**src/hw/rtl/ledenc_pkg.sv**
```systemverilog
// ============================================================================
// ledenc_pkg: shared definitions for the LED strip pulse code encoder
// Constants, command and configuration types, and the pixel count clamp.
// ============================================================================
`default_nettype none

package ledenc_pkg;

   // Strip geometry
   localparam int MAX_PIXELS     = 256;
   localparam int PIX_IDX_W      = 8;
   localparam int COUNT_W        = 9;
   localparam int COLOR_W        = 8;
   localparam int PIXEL_W        = 3 * COLOR_W;
   localparam int BITS_PER_PIXEL = PIXEL_W;
   localparam int BIT_CNT_W      = $clog2(BITS_PER_PIXEL);
   localparam int CODE_W         = 16;

   // Command queue between front and back
   localparam int CMD_DEPTH = 2;
   localparam int CMD_PTR_W = (CMD_DEPTH > 1) ? $clog2(CMD_DEPTH) : 1;
   localparam int CMD_CNT_W = $clog2(CMD_DEPTH + 1);

   // Register port
   localparam int CSR_IDX_W  = 2;
   localparam int CSR_DATA_W = 16;

   localparam logic [CSR_IDX_W-1:0] REG_PIXEL_COUNT = 2'd0;
   localparam logic [CSR_IDX_W-1:0] REG_ONE_CODE    = 2'd1;
   localparam logic [CSR_IDX_W-1:0] REG_ZERO_CODE   = 2'd2;

   localparam logic [COUNT_W-1:0] PIXEL_COUNT_RESET = '0;
   localparam logic [CODE_W-1:0]  ONE_CODE_RESET    = 16'd58;
   localparam logic [CODE_W-1:0]  ZERO_CODE_RESET   = 16'd29;

   // Request function codes
   localparam logic FUNC_SET_PIXEL = 1'b0;
   localparam logic FUNC_RENDER    = 1'b1;

   typedef enum logic [1:0] {
      OP_WRITE,
      OP_RENDER,
      OP_CLEAR_CURSOR
   } op_type;

   typedef struct packed {
      op_type                 op;
      logic [PIX_IDX_W-1:0]   index;
      logic [PIXEL_W-1:0]     color;   // green, red, blue
   } cmd_type;

   typedef struct packed {
      logic [COUNT_W-1:0] eff_count;
      logic [CODE_W-1:0]  one_code;
      logic [CODE_W-1:0]  zero_code;
   } cfg_type;

   // Clamp the programmed pixel count to the store capacity
   function automatic logic [COUNT_W-1:0] clamp_count(input logic [COUNT_W-1:0] count);
      logic [COUNT_W-1:0] cap;
      cap = COUNT_W'(MAX_PIXELS);
      return (count > cap) ? cap : count;
   endfunction

endpackage

`default_nettype wire

```
**src/hw/rtl/ledenc_front.sv**
```systemverilog
// ============================================================================
// ledenc_front: request intake and classification
// Accepts request transactions, drops out-of-range pixel writes and turns the
// rest into commands for the back end.
// ============================================================================
`default_nettype none

module ledenc_front (
   input  wire logic                               req_valid,
   output logic                                    req_ready,
   input  wire logic                               req_func,
   input  wire logic [ledenc_pkg::PIX_IDX_W-1:0]   req_pixel_index,
   input  wire logic [ledenc_pkg::COLOR_W-1:0]     req_red,
   input  wire logic [ledenc_pkg::COLOR_W-1:0]     req_green,
   input  wire logic [ledenc_pkg::COLOR_W-1:0]     req_blue,
   input  wire ledenc_pkg::cfg_type                cfg,
   output logic                                    push_valid,
   output ledenc_pkg::cmd_type                     push_cmd,
   input  wire logic                               push_ready
);

   logic keep;

   // Take a transaction whenever the queue has room
   assign req_ready = push_ready;

   // Classify the request
   always_comb begin
      push_cmd.index = req_pixel_index;
      push_cmd.color = {req_green, req_red, req_blue};
      keep           = 1'b1;
      if (req_func == ledenc_pkg::FUNC_SET_PIXEL) begin
         push_cmd.op = ledenc_pkg::OP_WRITE;
         keep        = ({1'b0, req_pixel_index} < cfg.eff_count);
      end else if (cfg.eff_count == '0) begin
         push_cmd.op = ledenc_pkg::OP_CLEAR_CURSOR;
      end else begin
         push_cmd.op = ledenc_pkg::OP_RENDER;
      end
   end

   // Drop writes beyond the strip, forward everything else
   assign push_valid = req_valid && push_ready && keep;

endmodule

`default_nettype wire

```
**config.mk**
```make
export PLATFORM = sky130hd
export DESIGN_NAME = ledenc_front
export DESIGN_NICKNAME = d
export VERILOG_FILES = /design/src/hw/rtl/ledenc_pkg.sv /design/src/hw/rtl/ledenc_front.sv
export SDC_FILE = /design/constraint.sdc
export NUM_CORES = 1
export LEC_CHECK = 0
export BUFFER_PORTS_ARGS = -buffer_cell sky130_fd_sc_hd__buf_2
export CAP_MARGIN = 20
export CELL_PAD_IN_SITES_DETAIL_PLACEMENT = 2
export CELL_PAD_IN_SITES_GLOBAL_PLACEMENT = 2
export CORE_UTILIZATION = 10
export DETAILED_ROUTE_END_ITERATION = 8
export PLACE_DENSITY = 0.95
export SLEW_MARGIN = 20
export SYNTH_ARGS = -nofsm -noshare
export SYNTH_HDL_FRONTEND = slang
export SYNTH_SLANG_ARGS = --single-unit
```
**constraint.sdc**
```tcl
create_clock -name vclk -period 0.8
set_input_delay 0.04 -clock vclk [all_inputs]
set_output_delay 0.04 -clock vclk [all_outputs]
set_load 0.01 [all_outputs]
```
* Word-level counts from Yosys, hierarchy flattened
Cells that the tools add are included.
Storage, ports and cells: register bits after elaboration 0, latch bits 0, RAM bits 0, ROM bits 0, bits of input ports 76, output and inout bits 36, logic and storage cells 7, memories kept 0
Cells by class: add/subtract/negate cells 0, $mul 0, divide/modulo/power cells 0, $lt $le $gt $ge 1, eq/ne operators 0, shift-type cells 0, multiplexer cells 3, bitwise gates (word level) 0, reductions and logical operators 3
Operator list (count):
- 9-bit zero test | 1
- 8-bit by 9-bit less-than comparator with 1-bit output | 1
- 2-bit two-way mux | 2
- 1-bit logical AND | 2
- 1-bit two-way mux | 1

* Depth between registers and ports, before layout
depth after elaboration 3, depth in mapped cells 6

* Least setup slack after synthesis
OpenSTA, ideal clock, no wires.
kind input-to-output, from input port cfg[38] (netlist name), to output port push_valid, arrival time 0.915 ns, setup slack -0.155 ns, cell stages on the path 6, cells stage by stage inv_1 ha_1 a21o_1 a21oi_1 o311ai_1 a21oi_1
Between the ends: cells in the longest elaborated chain, start to end 3
Ends and longest elaborated chain:
- from (decl) | RTL line ledenc_front.sv:16 | input wire ledenc_pkg::cfg_type cfg,
- 8-bit by 9-bit less-than comparator with 1-bit output | RTL line ledenc_front.sv:34 | keep = ({1'b0, req_pixel_index} < cfg.eff_count);
- 1-bit two-way mux | RTL line ledenc_front.sv:32 | if (req_func == ledenc_pkg::FUNC_SET_PIXEL) begin
- 1-bit logical AND | RTL line ledenc_front.sv:43 | assign push_valid = req_valid && push_ready && keep;
- to (decl) | RTL line ledenc_front.sv:17 | output logic push_valid,
Every way passes these cells.

* Worst setup path in the final report
Ends and elaborated chain as after synthesis.

==> flow_metrics.tcl <==
set metrics [dict create \
    tightest_slew_ns 0.2316 \
    antenna-diode-count 0 \
    slew_viol_final 0 \
    groute.usage.overall 0.04528 \
    gp_congestion 0.6400 \
    placed_cells 125 \
    synth_cell_types 15 \
    path_buf_inv 3 \
    avgSynthCellArea_um2 7.166 \
    rsz0062_at_grt "true" \
    place_hpwl_um 1121 \
    fin_crit_sh 1.326 \
    drt-initial-drc-count 19 \
    seq_cells 0 \
    grt_overflow_total 0 \
    setup_viol 2 \
    final_cells 125 \
    ctsHoldBuffers 0 \
    crit_slowest_cell "ha_4" \
    path_class "in2out" \
    violations "design-rule violations, negative setup slack" \
    routed_wl_um 1203 \
    cap_viol_max_count 0 \
    vias 409 \
    drive_gt1_frac 0.6575 \
    fmax_mhz 942.8 \
    ant_nets 0 \
    yosysWarnings 0 \
    post-route-util 0.1346 \
    initial_utilization 0.1064 \
    grt_pass1_vias 437 \
    finalSetupTns_ns -0.3480 \
    row_count 24 \
    grt_pass1_wl_um 1925 \
    routed_via_density 3.272 \
    p_per_area_nw_per_um2 470.1 \
    critPathTopFamily "compound AO/OA/AOI/OAI gates" \
    numPortBuffers 32 \
    nClkBuffers 0 \
    first_pass_iters 6 \
    post_cts_buffers 0 \
    peakVddDrop_v 0.00006223 \
    regArea_um2 0 \
    synthCells 66 \
    post_drt_wl_per_cell_um 9.624 \
    p_leak_nw 0.3139 \
    timing.final.crit_period_ns 1.061 \
    slew_headroom 0.8432 \
    worstSetupStartpointType "input pin" \
    coreArea_um2 4444 \
    num_io_pins 112 \
    place_ws_ns -0.4470 \
    yosysSeqAreaShare 0 \
    drcViolationCount 12 \
    status "complete, but fails checks" \
    grt_max_degree 4 \
    design.die.area_um2 5008 \
    die_w_um 70.77 \
    crit_path_end_kind "output port" \
    cp_data_arrival_time_ns 1.02 \
    synth.cell_area_um2 473.0 \
    cp_data_required_time_ns 0.76 \
    nNetsFinal 158 \
    antenna_found_initial 0 \
    syn_to_final_growth_pct 26.46 \
    slowest_delay_ns 0.18 \
    syn_nets 149 \
    p_total_mw 0.2812 \
    cp_cell_sequence "buf_12, inv_12, ha_4, a21o_1, a21oi_2, o311ai_1, a21oi_1, buf_2" \
    hp-class "in2out" \
    cp_max_fo 2 \
    finalHoldViolCount 0 \
    fp.dieH_um 70.77 \
    finalWorstSetupSlack_ns -0.2606 \
]
## layout make-up
class	count	area [um^2]
inverter	9	46.29
fill	527	3846
timing repair buffer	40	261.5
multi-input combinational	24	225.2
tap	52	65.06
## cell usage in the layout (no fill, tap or decap), drive strengths merged, types with 2 or more instances in the layout
master  count
inv         9
nor4        2
ha          7
nor3        2
a21oi       3
nor2        2
buf        40
nand3       2
## layer usage
metal	track usage	part of all wire	up-vias
li1	-	-	199
met4	0.006667	0.0033	0
met3	0.007123	0.11	2
met1	0.04530	0.36	188
met2	0.09722	0.53	20
met5	0	0	-
## worst paths after layout
check	from	to	slack, ns	depth (start not counted)
setup / recovery	cfg[38]	push_valid	-0.26	8
hold / removal	req_red[2]	push_cmd[10]	0.08	0
## metrics by stage
| step | hold WS (ns) | cell area, um^2 |
|---|---|---|
| 6_report | 0.08000 | 598.1 |
| 5_1_grt | 0.08002 | 598.1 |
| 4_1_cts | 0.08007 | 591.8 |
| 3_5_place_dp | 0.08007 | 535.5 |
| 3_3_place_gp | 0.08007 | 535.5 |
| 2_1_floorplan | 0.1718 | 498.0 |
## cell families (layout without fill, tap and decap cells)
family	count (synthesis)	count (layout)	synth area share
and+or+nand+nor	8	8	0.09790
AOI/OAI and AO/OA	9	9	0.1217
buffers and inverters	42	49	0.5952
adders and majority gates	7	7	0.1852
## power by group
part           switching (mW)  leakage [nW]  total (mW)  internal, mW
combinational           0.128         0.314       0.281         0.153
sequential                  0             0           0             0
clock                       0             0           0             0
## cells in the mapped netlist
cell type  number  area [um^2]
a21o_1          1        7.510
a21oi_1         3        15.01
a22oi_1         1        7.510
a31oi_1         1        6.260
buf_4          33        247.7
ha_1            7        87.58
inv_1           9        33.78
nand3_1         2        10.01
nor2_1          2        7.510
nor3_1          2        10.01
nor4_1          1        6.260
nor4_2          1        12.51
o211ai_1        1        7.510
o21ai_0         1        5.000
o311ai_1        1        8.760
## repair_timing
| action | in CTS | in global routing |
|---|---|---|
| pin swaps | 12 | 2 |
| gates resized for setup | 14 | 2 |
| endpoints found under the setup margin | 3 | 3 |
No activity file was read; power rests on OpenSTA's default activity.
