`config.mk`:
```
export PLATFORM = sky130hd
export DESIGN_NAME = ledenc_cmd_fifo
export DESIGN_NICKNAME = d
export VERILOG_FILES = /design/src/hw/rtl/ledenc_pkg.sv /design/src/hw/rtl/ledenc_cmd_fifo.sv
export SDC_FILE = /design/constraint.sdc
export NUM_CORES = 1
export LEC_CHECK = 0
export BUFFER_PORTS_ARGS = -buffer_cell sky130_fd_sc_hd__buf_2
export CORE_ASPECT_RATIO = 0.8
export CORE_MARGIN = 1.5
export CORE_UTILIZATION = 46
export CTS_CLUSTER_SIZE = 16
export DETAILED_ROUTE_END_ITERATION = 12
export GPL_ROUTABILITY_DRIVEN = 0
export PLACE_DENSITY = 0.71
export SYNTH_ARGS = -nofsm -noshare
export SYNTH_HDL_FRONTEND = slang
export SYNTH_SLANG_ARGS = --single-unit
```
`constraint.sdc`:
```
create_clock -name clock -period 2.65 [get_ports clock]
set_input_delay 0.265 -clock clock [delete_from_list [all_inputs] [get_ports clock]]
set_output_delay 0.265 -clock clock [all_outputs]
set_load 0.005 [all_outputs]
```
`src/hw/rtl/ledenc_pkg.sv`:
```
// ============================================================================
// ledenc_pkg: shared definitions for the LED strip pulse code encoder
// Constants, command and configuration types, and the pixel count clamp.
// ============================================================================
`default_nettype none

package ledenc_pkg;

   // Strip geometry
   localparam int MAX_PIXELS     = 256;
   localparam int PIX_IDX_W      = 8;
   localparam int COUNT_W        = 9;
   localparam int COLOR_W        = 8;
   localparam int PIXEL_W        = 3 * COLOR_W;
   localparam int BITS_PER_PIXEL = PIXEL_W;
   localparam int BIT_CNT_W      = $clog2(BITS_PER_PIXEL);
   localparam int CODE_W         = 16;

   // Command queue between front and back
   localparam int CMD_DEPTH = 2;
   localparam int CMD_PTR_W = (CMD_DEPTH > 1) ? $clog2(CMD_DEPTH) : 1;
   localparam int CMD_CNT_W = $clog2(CMD_DEPTH + 1);

   // Register port
   localparam int CSR_IDX_W  = 2;
   localparam int CSR_DATA_W = 16;

   localparam logic [CSR_IDX_W-1:0] REG_PIXEL_COUNT = 2'd0;
   localparam logic [CSR_IDX_W-1:0] REG_ONE_CODE    = 2'd1;
   localparam logic [CSR_IDX_W-1:0] REG_ZERO_CODE   = 2'd2;

   localparam logic [COUNT_W-1:0] PIXEL_COUNT_RESET = '0;
   localparam logic [CODE_W-1:0]  ONE_CODE_RESET    = 16'd58;
   localparam logic [CODE_W-1:0]  ZERO_CODE_RESET   = 16'd29;

   // Request function codes
   localparam logic FUNC_SET_PIXEL = 1'b0;
   localparam logic FUNC_RENDER    = 1'b1;

   typedef enum logic [1:0] {
      OP_WRITE,
      OP_RENDER,
      OP_CLEAR_CURSOR
   } op_type;

   typedef struct packed {
      op_type                 op;
      logic [PIX_IDX_W-1:0]   index;
      logic [PIXEL_W-1:0]     color;   // green, red, blue
   } cmd_type;

   typedef struct packed {
      logic [COUNT_W-1:0] eff_count;
      logic [CODE_W-1:0]  one_code;
      logic [CODE_W-1:0]  zero_code;
   } cfg_type;

   // Clamp the programmed pixel count to the store capacity
   function automatic logic [COUNT_W-1:0] clamp_count(input logic [COUNT_W-1:0] count);
      logic [COUNT_W-1:0] cap;
      cap = COUNT_W'(MAX_PIXELS);
      return (count > cap) ? cap : count;
   endfunction

endpackage

`default_nettype wire

```
`src/hw/rtl/ledenc_cmd_fifo.sv`:
```
// ============================================================================
// ledenc_cmd_fifo: command queue
// Short register queue that decouples request intake from bit emission.
// ============================================================================
`default_nettype none

module ledenc_cmd_fifo (
   input  wire logic                 clock,
   input  wire logic                 reset,
   input  wire logic                 push_valid,
   input  wire ledenc_pkg::cmd_type  push_cmd,
   output logic                      push_ready,
   output logic                      pop_valid,
   output ledenc_pkg::cmd_type       pop_cmd,
   input  wire logic                 pop_ready
);

   ledenc_pkg::cmd_type                    entries_ff [ledenc_pkg::CMD_DEPTH];
   logic [ledenc_pkg::CMD_PTR_W-1:0]       wr_ptr_ff, wr_ptr_in;
   logic [ledenc_pkg::CMD_PTR_W-1:0]       rd_ptr_ff, rd_ptr_in;
   logic [ledenc_pkg::CMD_CNT_W-1:0]       count_ff, count_in;
   logic                                   push, pop;

   assign push_ready = (count_ff < ledenc_pkg::CMD_CNT_W'(ledenc_pkg::CMD_DEPTH));
   assign pop_valid  = (count_ff != '0);
   assign pop_cmd    = entries_ff[rd_ptr_ff];
   assign push       = push_valid && push_ready;
   assign pop        = pop_valid && pop_ready;

   // Advance pointers and occupancy
   always_comb begin
      wr_ptr_in = wr_ptr_ff;
      rd_ptr_in = rd_ptr_ff;
      count_in  = count_ff;
      if (push) begin
         wr_ptr_in = (wr_ptr_ff == ledenc_pkg::CMD_PTR_W'(ledenc_pkg::CMD_DEPTH - 1)) ?
                     '0 : wr_ptr_ff + 1'b1;
      end
      if (pop) begin
         rd_ptr_in = (rd_ptr_ff == ledenc_pkg::CMD_PTR_W'(ledenc_pkg::CMD_DEPTH - 1)) ?
                     '0 : rd_ptr_ff + 1'b1;
      end
      if (push && !pop) begin
         count_in = count_ff + 1'b1;
      end else if (pop && !push) begin
         count_in = count_ff - 1'b1;
      end
   end

   always_ff @(posedge clock) begin
      if (reset) begin
         wr_ptr_ff <= '0;
         rd_ptr_ff <= '0;
         count_ff  <= '0;
      end else begin
         wr_ptr_ff <= wr_ptr_in;
         rd_ptr_ff <= rd_ptr_in;
         count_ff  <= count_in;
      end
   end

   // Hold command payloads
   always_ff @(posedge clock) begin
      if (push) begin
         entries_ff[wr_ptr_ff] <= push_cmd;
      end
   end

`ifndef NO_ASSERTIONS
   a_no_overflow: assert property (@(posedge clock) disable iff (reset)
      push_valid |-> count_ff < ledenc_pkg::CMD_CNT_W'(ledenc_pkg::CMD_DEPTH))
      else $error("command pushed into a full queue");

   a_no_underflow: assert property (@(posedge clock) disable iff (reset)
      pop |-> count_ff != '0)
      else $error("command popped from an empty queue");

   a_count_up: assert property (@(posedge clock) disable iff (reset)
      (push && !pop) |=> count_ff == $past(count_ff) + 1'b1)
      else $error("queue occupancy did not track a push");
`endif

endmodule

`default_nettype wire

```
# Word-level counts from Yosys, hierarchy flattened
# Memory sizes are Yosys's and may differ from the RTL's. A register that Yosys moved wholly into a read port is not among the register bits.
# Cells that the tools add are included.
# totals
ram_bits,68
out_inout_bits,36
input_bits,38
wordCells,25
n_memories,1
register_bits,4
# mem_list
memory,depth,width,rd,rd_ports_with_merged_regs,wr,line_no,source
entries_ff,2,34,1,1,1,ledenc_cmd_fifo.sv:18,ledenc_pkg::cmd_type entries_ff [ledenc_pkg::CMD_DEPTH];
# classes
muxes,8
magnitude_cmp,1
reduce_logical,8
add_sub_neg,4
# op_table
op,n
1-bit two-way mux,6
1-bit logical AND,4
2-bit two-way mux,2
2-bit nonzero test,2
"1-bit adder, second input constant",2
"2-bit by 1-bit adder with 2-bit output, second input constant",1
1-bit logical NOT,2
"2-bit < comparator, second input constant",1
"2-bit by 1-bit subtractor with 2-bit output, second input constant",1

# Depth between registers and ports, before layout
# Gate-level depths: netlist (run 1).
# logic_depth
word_depth,6
mapped_depth,5
ltp_nobuf,5

# Least setup slack after synthesis (run 1)
# OpenSTA, ideal clock, no wires.
# synth_path
path_type,flip-flop to flip-flop
start,register count_ff[1] (netlist bit)
end,"memory entries_ff[0][0] (netlist bit), enable pin"
period_less_slack_ns,2.555
path_stages_with_launch,3
path_slack_ns,0.095
arrival_time_ns,2.125
setup_ns,0.429
path_buffers,0
required_ns,2.221
path_cell_list,dfxtp_1 -> and2b_1 -> nor2b_1
# synth_via
elab_chain_len,4
# synth_lines
element,line_no,source
start: declaration,ledenc_cmd_fifo.sv:21,"logic [ledenc_pkg::CMD_CNT_W-1:0] count_ff, count_in;"
start signal: assignment,ledenc_cmd_fifo.sv:58,count_ff <= count_in;
2-bit < comparator,ledenc_cmd_fifo.sv:24,assign push_ready = (count_ff < ledenc_pkg::CMD_CNT_W'(ledenc_pkg::CMD_DEPTH));
1-bit logical AND,ledenc_cmd_fifo.sv:27,assign push = push_valid && push_ready;
via push,ledenc_cmd_fifo.sv:22,"logic push, pop;"
1-bit two-way mux,ledenc_cmd_fifo.sv:64,if (push) begin
1-bit two-way mux (not written as such),ledenc_cmd_fifo.sv:65,entries_ff[wr_ptr_ff] <= push_cmd;
end: declaration,ledenc_cmd_fifo.sv:18,
# The timed path passes the listed nets, and every way through them passes these cells.

==> flow_metrics.py, run 1 <==
metrics = {
    "cells_and_area": {
        "drive_gt1_share_pct": 59.1,
        "antenna_cells": 0,
        "nFillCells": 463,
        "fin_area_mm2": 0.00328,
        "area_growth_pct": 23.0,
        "regArea_mm2": 0.00214,
        "fin_nets": 249,
        "multi_input_area_um2": 502,
    },
    "synth": {
        "ys_warn_count": 0,
        "synth_area_leaders": "edfxtp_1 (77%), mux2_2 (14%), dfxtp_1 (3.8%)",
        "synth_top_family_by_area": "multiplexers",
        "yosys.area_share.simple_pct": 1.78,
        "synth_top_area_cell": "edfxtp_1",
        "seq_area_frac_synth_pct": 80.3,
        "synth_top_area_share_pct": 76.6,
        "synth.distinct_cells": 17,
        "syn-num-nets": 168,
        "synth_adder_area_share_pct": 0.469,
        "synth_cells": 129,
        "synth_xor_area_share_pct": 1.31,
        "synth_compound_area_share_pct": 0.563,
        "ys_seq_elements": 73,
        "syn_area_mm2": 0.00267,
        "avgSynthCellArea_um2": 20.7,
        "synthMuxAreaShare_pct": 14.4,
    },
    "global_route": {
        "grt_max_degree": 35,
        "gr-usage-all-layers_pct": 14.6,
        "grt_remaining_overflow": 0,
        "antenna_found_initial": 0,
        "grt_pass1_vias": 1345,
        "grt_first_pass_wirelength_um": 6470,
    },
    "power": {
        "power_density_mw_per_mm2": 913,
        "vdd_ir_drop_max_v": 0.000686,
        "comb_power_share_pct": 22.9,
        "p_int_uw": 2200,
        "sw_frac_of_total_pct": 26.5,
        "clockPowerShare_pct": 23.3,
        "power_frac_seq_pct": 53.7,
        "p_leak_uw": 0.00124,
        "netSwitchingPower_uw": 795,
    },
    "routing": {
        "drtIter0Drc": 54,
        "dr.pass1.iters": 4,
        "drt_wl_total_um": 4290,
        "wl_per_cell_um": 14.6,
        "drc": 0,
        "via_count": 1405,
        "viasPerCell": 4.80,
        "ant_nets": 0,
    },
    "clocking": {
        "clock_sinks": 73,
        "clkTransAtPathRegs_ps": 70,
        "cts-hold-fix-buffers": 0,
        "cts_root_buf": "clkbuf_8",
        "tritoncts": "yes",
        "clk_path_buf_depth": 2,
        "numCtsBuffers": 9,
        "cts-resized-gates": 0,
        "clk_latency_ps": 330,
        "post_cts_buffers": 0,
        "cts_max_level": 3,
    },
    "min_path": {
        "min_from": "push_cmd[9]",
        "hold_class": "primary input to register",
    },
    "timing": {
        "slew_violations": 0,
        "finalCritPeriodShare_pct": 77.0,
        "finClkSkew_ps": 6.27,
        "fmax_mhz": 490,
        "rsz0062_at_grt": "false",
        "finalHoldViolCount": 0,
        "maxSlewHeadroom_pct": 45.2,
        "layout_min_cycle_time_ps": 2040,
        "setup_viol": 0,
        "worstMarginPinSlew_ps": 822,
        "tns_ps": 0,
    },
    "critical_path": {
        "crit_required_ps": 2380,
        "cp-end-kind": "primary output",
        "r2r_start": "count_ff[1]$_SDFFE_PP0P_",
        "worstPathMaxFanout": 34,
        "crit_path_start_kind": "register",
        "arrival_ps": 1780,
        "critical_path_class": "register to primary output",
    },
    "die": {
        "initial_core_util_pct": 48.3,
        "io_pins": 74,
        "dieArea_mm2": 0.00626,
        "core-area_mm2": 0.00553,
        "num_rows": 24,
        "die_w_um": 88.1,
        "dieHeight_um": 71.1,
    },
    "outcome": {
        "outcome": "finished, final reports clean",
    },
    "placed_design": {
        "io_buffers": 73,
        "place_area_mm2": 0.00312,
    },
    "flow_run": {
        "maxCapViolCount": 0,
    },
}
[metrics by stage]
step / worst slack, ps / util, % / hold slack, ps / power (uW) / instances
final: 610 / 59.4 / 121 / 3000 / 293
after floorplan: 95.4 / - / 334 / 2040 / 129
after detailed placement: 922 / 56.5 / 457 / 2330 / 277
after CTS: 564 / 59.4 / 97.0 / 3050 / 293
after global placement: 953 / 56.5 / 455 / 2330 / 277
after global routing: 505 / 59.4 / 98.9 / 3170 / 293
[power groups by stage]
stage                     Sequential [uW]  Clock (uW)  Combinational [uW]
after floorplan                      1560           0                 483
after global placement               1640           0                 692
after detailed placement             1640           0                 695
after CTS                            1620         728                 701
after global routing                 1640         775                 758
final                                1610         699                 687
[layout by cell type, fill, tap and decap left out]
cell type | Yosys | final
and2_2 | 0 | 1
or2_2 | 1 | 1
or3_1 | 1 | 1
ha_1 | 1 | 1
xnor2_1 | 1 | 1
nor2_1 | 4 | 4
a21oi_1 | 1 | 1
dfxtp_2 | 0 | 1
dfxtp_1 | 5 | 4
buf_4 | 3 | 1
o21ai_0 | 2 | 2
clkinv_2 | 0 | 5
inv_1 | 1 | 1
nor2b_4 | 0 | 1
clkbuf_8 | 0 | 9
buf_2 | 1 | 73
clkinv_4 | 0 | 1
and2b_1 | 1 | 1
mux2_2 | 34 | 34
clkinv_1 | 0 | 1
edfxtp_1 | 68 | 68
xor2_1 | 3 | 3
[path summary, 6_finish.rpt]
path	endpoint	slack (ps)	cells after the start
max	pop_cmd[4]	610	2
min	entries_ff[1][9]$_DFFE_PP_	120	1
max reg2reg	entries_ff[1][33]$_DFFE_PP_	950	2
min reg2reg	rd_ptr_ff$_SDFFE_PP0P_	520	2
[final cells by class]
cell class	instances	area share [%]
Sequential cell	73	65.3
Multi-Input combinational cell	51	15.3
Timing Repair Buffer	74	11.4
Clock buffer	9	3.78
Tap cell	78	2.97
Clock inverter	7	1.14
Inverter	1	0.114
[cells by family after synthesis]
logic type	count (synthesis)
AND/OR/NAND/NOR	9
multiplexers	34
adder cells (fa/ha/maj)	1
XOR/XNOR	4
AO/OA/AOI/OAI	3
buffers and inverters	5
flip-flops	73
[cell usage after synthesis]
cell type / number
buf_4: 3
nor2b_1: 1
buf_2: 1
nor2_1: 4
edfxtp_1: 68
mux2_2: 34
dfxtp_1: 5
and2_1: 1
ha_1: 1
xnor2_1: 1
xor2_1: 3
or3_1: 1
or2_2: 1
and2b_1: 1
o21ai_0: 2
inv_1: 1
a21oi_1: 1
[routing by layer]
| metal | part of all wire (%) | routed length (um) | GRT usage (%) |
|---|---|---|---|
| met4 | 1.2 | 51 | 4.69 |
| met2 | 46 | 1990 | 22.1 |
| met5 | 0 | 0 | 0 |
| met3 | 7.7 | 330 | 7.00 |
| met1 | 45 | 1920 | 18.8 |
[flip-flops by register name, summed over array words and instances, names as in the netlist, named ones only]
register / count
entries_ff: 68
rd_ptr_ff: 1
count_ff: 2
wr_ptr_ff: 1
[worst max-delay path, cell delays in order, from the launching register on]
cell and delay (ps):
dfxtp_2 860, mux2_2 430, buf_2 130
Power figures use the tool's default switching activity.
==> run 2, diff against run 1 <==
--- a/config.mk
+++ b/config.mk
@@ -8,11 +8,11 @@
 export BUFFER_PORTS_ARGS = -buffer_cell sky130_fd_sc_hd__buf_2
 export CORE_ASPECT_RATIO = 0.8
 export CORE_MARGIN = 1.5
-export CORE_UTILIZATION = 46
+export CORE_UTILIZATION = 51
 export CTS_CLUSTER_SIZE = 16
 export DETAILED_ROUTE_END_ITERATION = 12
 export GPL_ROUTABILITY_DRIVEN = 0
-export PLACE_DENSITY = 0.71
+export PLACE_DENSITY = 0.75
 export SYNTH_ARGS = -nofsm -noshare
 export SYNTH_HDL_FRONTEND = slang
 export SYNTH_SLANG_ARGS = --single-unit
==> constraint.sdc (replaced) <==
create_clock -name clock -period 1.9 [get_ports clock]
set_input_delay 0.19 -clock clock [delete_from_list [all_inputs] [get_ports clock]]
set_output_delay 0.19 -clock clock [all_outputs]
set_load 0.005 [all_outputs]
==> run 2 against run 1 <==
Net effect: register-to-register slack worse by 600 ps; sequential power up 34%; wire length down 2.8%; critical path type unchanged; critical endpoint unchanged; largest power group unchanged.
==> flow_metrics.py, run 2 (synthesis gave the netlist of run 1 again) <==
metrics = {
    "outcome": {
        "outcome": "finished, final reports clean",
    },
    "timing": {
        "setup_viol": 0,
        "fmax_mhz": 613,
        "worstMarginPinSlew_ps": 310,
        "tns_ps": 0,
        "maxSlewHeadroom_pct": 79.1,
        "layout_min_cycle_time_ps": 1630,
        "finClkSkew_ps": 5.89,
        "finalCritPeriodShare_pct": 85.9,
        "finalHoldViolCount": 0,
        "slew_violations": 0,
        "rsz0062_at_grt": "false",
    },
    "routing": {
        "via_count": 1390,
        "drc": 0,
        "viasPerCell": 4.96,
        "ant_nets": 0,
        "wl_per_cell_um": 14.9,
        "drt_wl_total_um": 4170,
        "drtIter0Drc": 61,
        "dr.pass1.iters": 4,
    },
    "critical_path": {
        "r2r_slack_ps": 350,
        "r2r_start": "count_ff[1]$_SDFFE_PP0P_",
        "crit_path_start_kind": "register",
        "worstPathMaxFanout": 20,
        "rr_endpoint": "count_ff[1]$_SDFFE_PP0P_",
        "cp-end-kind": "primary output",
        "arrival_ps": 1440,
        "crit_required_ps": 1710,
        "critical_path_class": "register to primary output",
        "rr_worst_depth": 4,
    },
    "clocking": {
        "cts_max_level": 3,
        "cts-hold-fix-buffers": 0,
        "cts_root_buf": "clkbuf_8",
        "post_cts_buffers": 0,
        "clkTransAtPathRegs_ps": 70,
        "numCtsBuffers": 9,
        "clock_sinks": 73,
        "tritoncts": "yes",
        "clk_latency_ps": 340,
        "cts-resized-gates": 0,
        "clk_path_buf_depth": 2,
    },
    "min_path": {
        "min_to": "entries_ff[1][29]$_DFFE_PP_",
        "hold_class": "primary input to register",
        "min_path_cells": 1,
        "min_from": "push_cmd[29]",
    },
    "cells_and_area": {
        "largest_reg_flops": 68,
        "drive_gt1_share_pct": 58.7,
        "largestRegisters": "entries_ff x68, count_ff x2",
        "antenna_cells": 0,
        "multi_input_area_um2": 502,
        "fin_nets": 252,
        "most-common-layout-cells": "buf_2 (73), edfxtp_1 (68), mux2_2 (34)",
        "regArea_mm2": 0.00214,
        "fin_util_pct": 66.1,
        "layout_commonest_cell": "buf_2",
        "top_register": "entries_ff",
        "area_growth_pct": 24.9,
        "nFillCells": 358,
    },
    "placed_design": {
        "place_hpwl_um": 2850,
        "io_buffers": 73,
    },
    "die": {
        "dieHeight_um": 67.7,
        "die_w_um": 83.8,
        "dieArea_mm2": 0.00567,
        "num_rows": 23,
        "initial_core_util_pct": 52.9,
        "core-area_mm2": 0.00504,
        "io_pins": 74,
    },
    "global_route": {
        "grt_remaining_overflow": 0,
        "gr-usage-all-layers_pct": 15.7,
        "grt_first_pass_wirelength_um": 6350,
        "grt_max_degree": 35,
        "grt_pass1_vias": 1380,
        "antenna_found_initial": 0,
    },
    "power": {
        "power_density_mw_per_mm2": 1310,
        "p_leak_uw": 0.00127,
        "vdd_ir_drop_max_v": 0.000712,
    },
    "flow_run": {
        "maxCapViolCount": 0,
    },
}
[run 2: changes by cell type in the layout (fill, tap and decap cells not counted)]
cell       previous run  this run
bufinv_16             0         1
buf_12                0         2
clkinv_2              5         3
clkinv_1              1         2
dfxtp_1               4         5
dfxtp_2               1         0
buf_4                 1         2
[run 2: where the power goes]
part	internal, uW	switching (uW)	total [uW]
sequential	2070	79.8	2150
clock	591	498	1090
combinational	585	532	1120
[run 2: critical path, stage by stage, from the launching register on]
cell,delay [ps]
dfxtp_1,320
buf_4,270
mux2_2,380
buf_2,130
[run 2: how the worst max path moves through the flow]
stage,from,end,slack [ps],cells after the start
6_report,register,pop_cmd[4],270,3
2_1_floorplan,count_ff[1]$_SDFFE_PP0P_,entries_ff[1][0]$_DFFE_PP_,70,2
4_1_cts,register,pop_cmd[4],250,3
3_5_place_dp,count_ff[1]$_SDFFE_PP0P_,count_ff[1]$_SDFFE_PP0P_,370,4
5_1_grt,register,pop_cmd[5],190,3
3_3_place_gp,count_ff[1]$_SDFFE_PP0P_,count_ff[1]$_SDFFE_PP0P_,450,4
[run 2: cell type report]
type / instances / area share (%)
Sequential cell: 73 / 64.3
Clock buffer: 9 / 3.72
Clock inverter: 7 / 1.84
Inverter: 1 / 0.113
Multi-Input combinational cell: 51 / 15.1
Tap cell: 62 / 2.33
Timing Repair Buffer: 77 / 12.6
[run 2: routing by layer]
metal  vias to the layer above  share of wire (%)  wire length, um  global-route usage (%)
li1                        663                  -                -                       -
met1                       663                 38             1590                    15.9
met2                        54                 52             2160                    27.4
met3                        10                7.9              330                    9.05
met4                         0                2.1               89                    6.35
met5                         -                  0                0                       0
[run 2: per-stage QoR]
step	hold slack, ps	instances	cell area [um^2]	total power (uW)	worst slack [ps]
2_1_floorplan	259	129	2670	2840	74.6
3_3_place_gp	377	264	3150	3250	452
3_5_place_dp	381	264	3150	3310	369
4_1_cts	24.1	280	3330	4410	254
5_1_grt	13.8	280	3330	4570	190
6_report	40.3	280	3330	4360	268
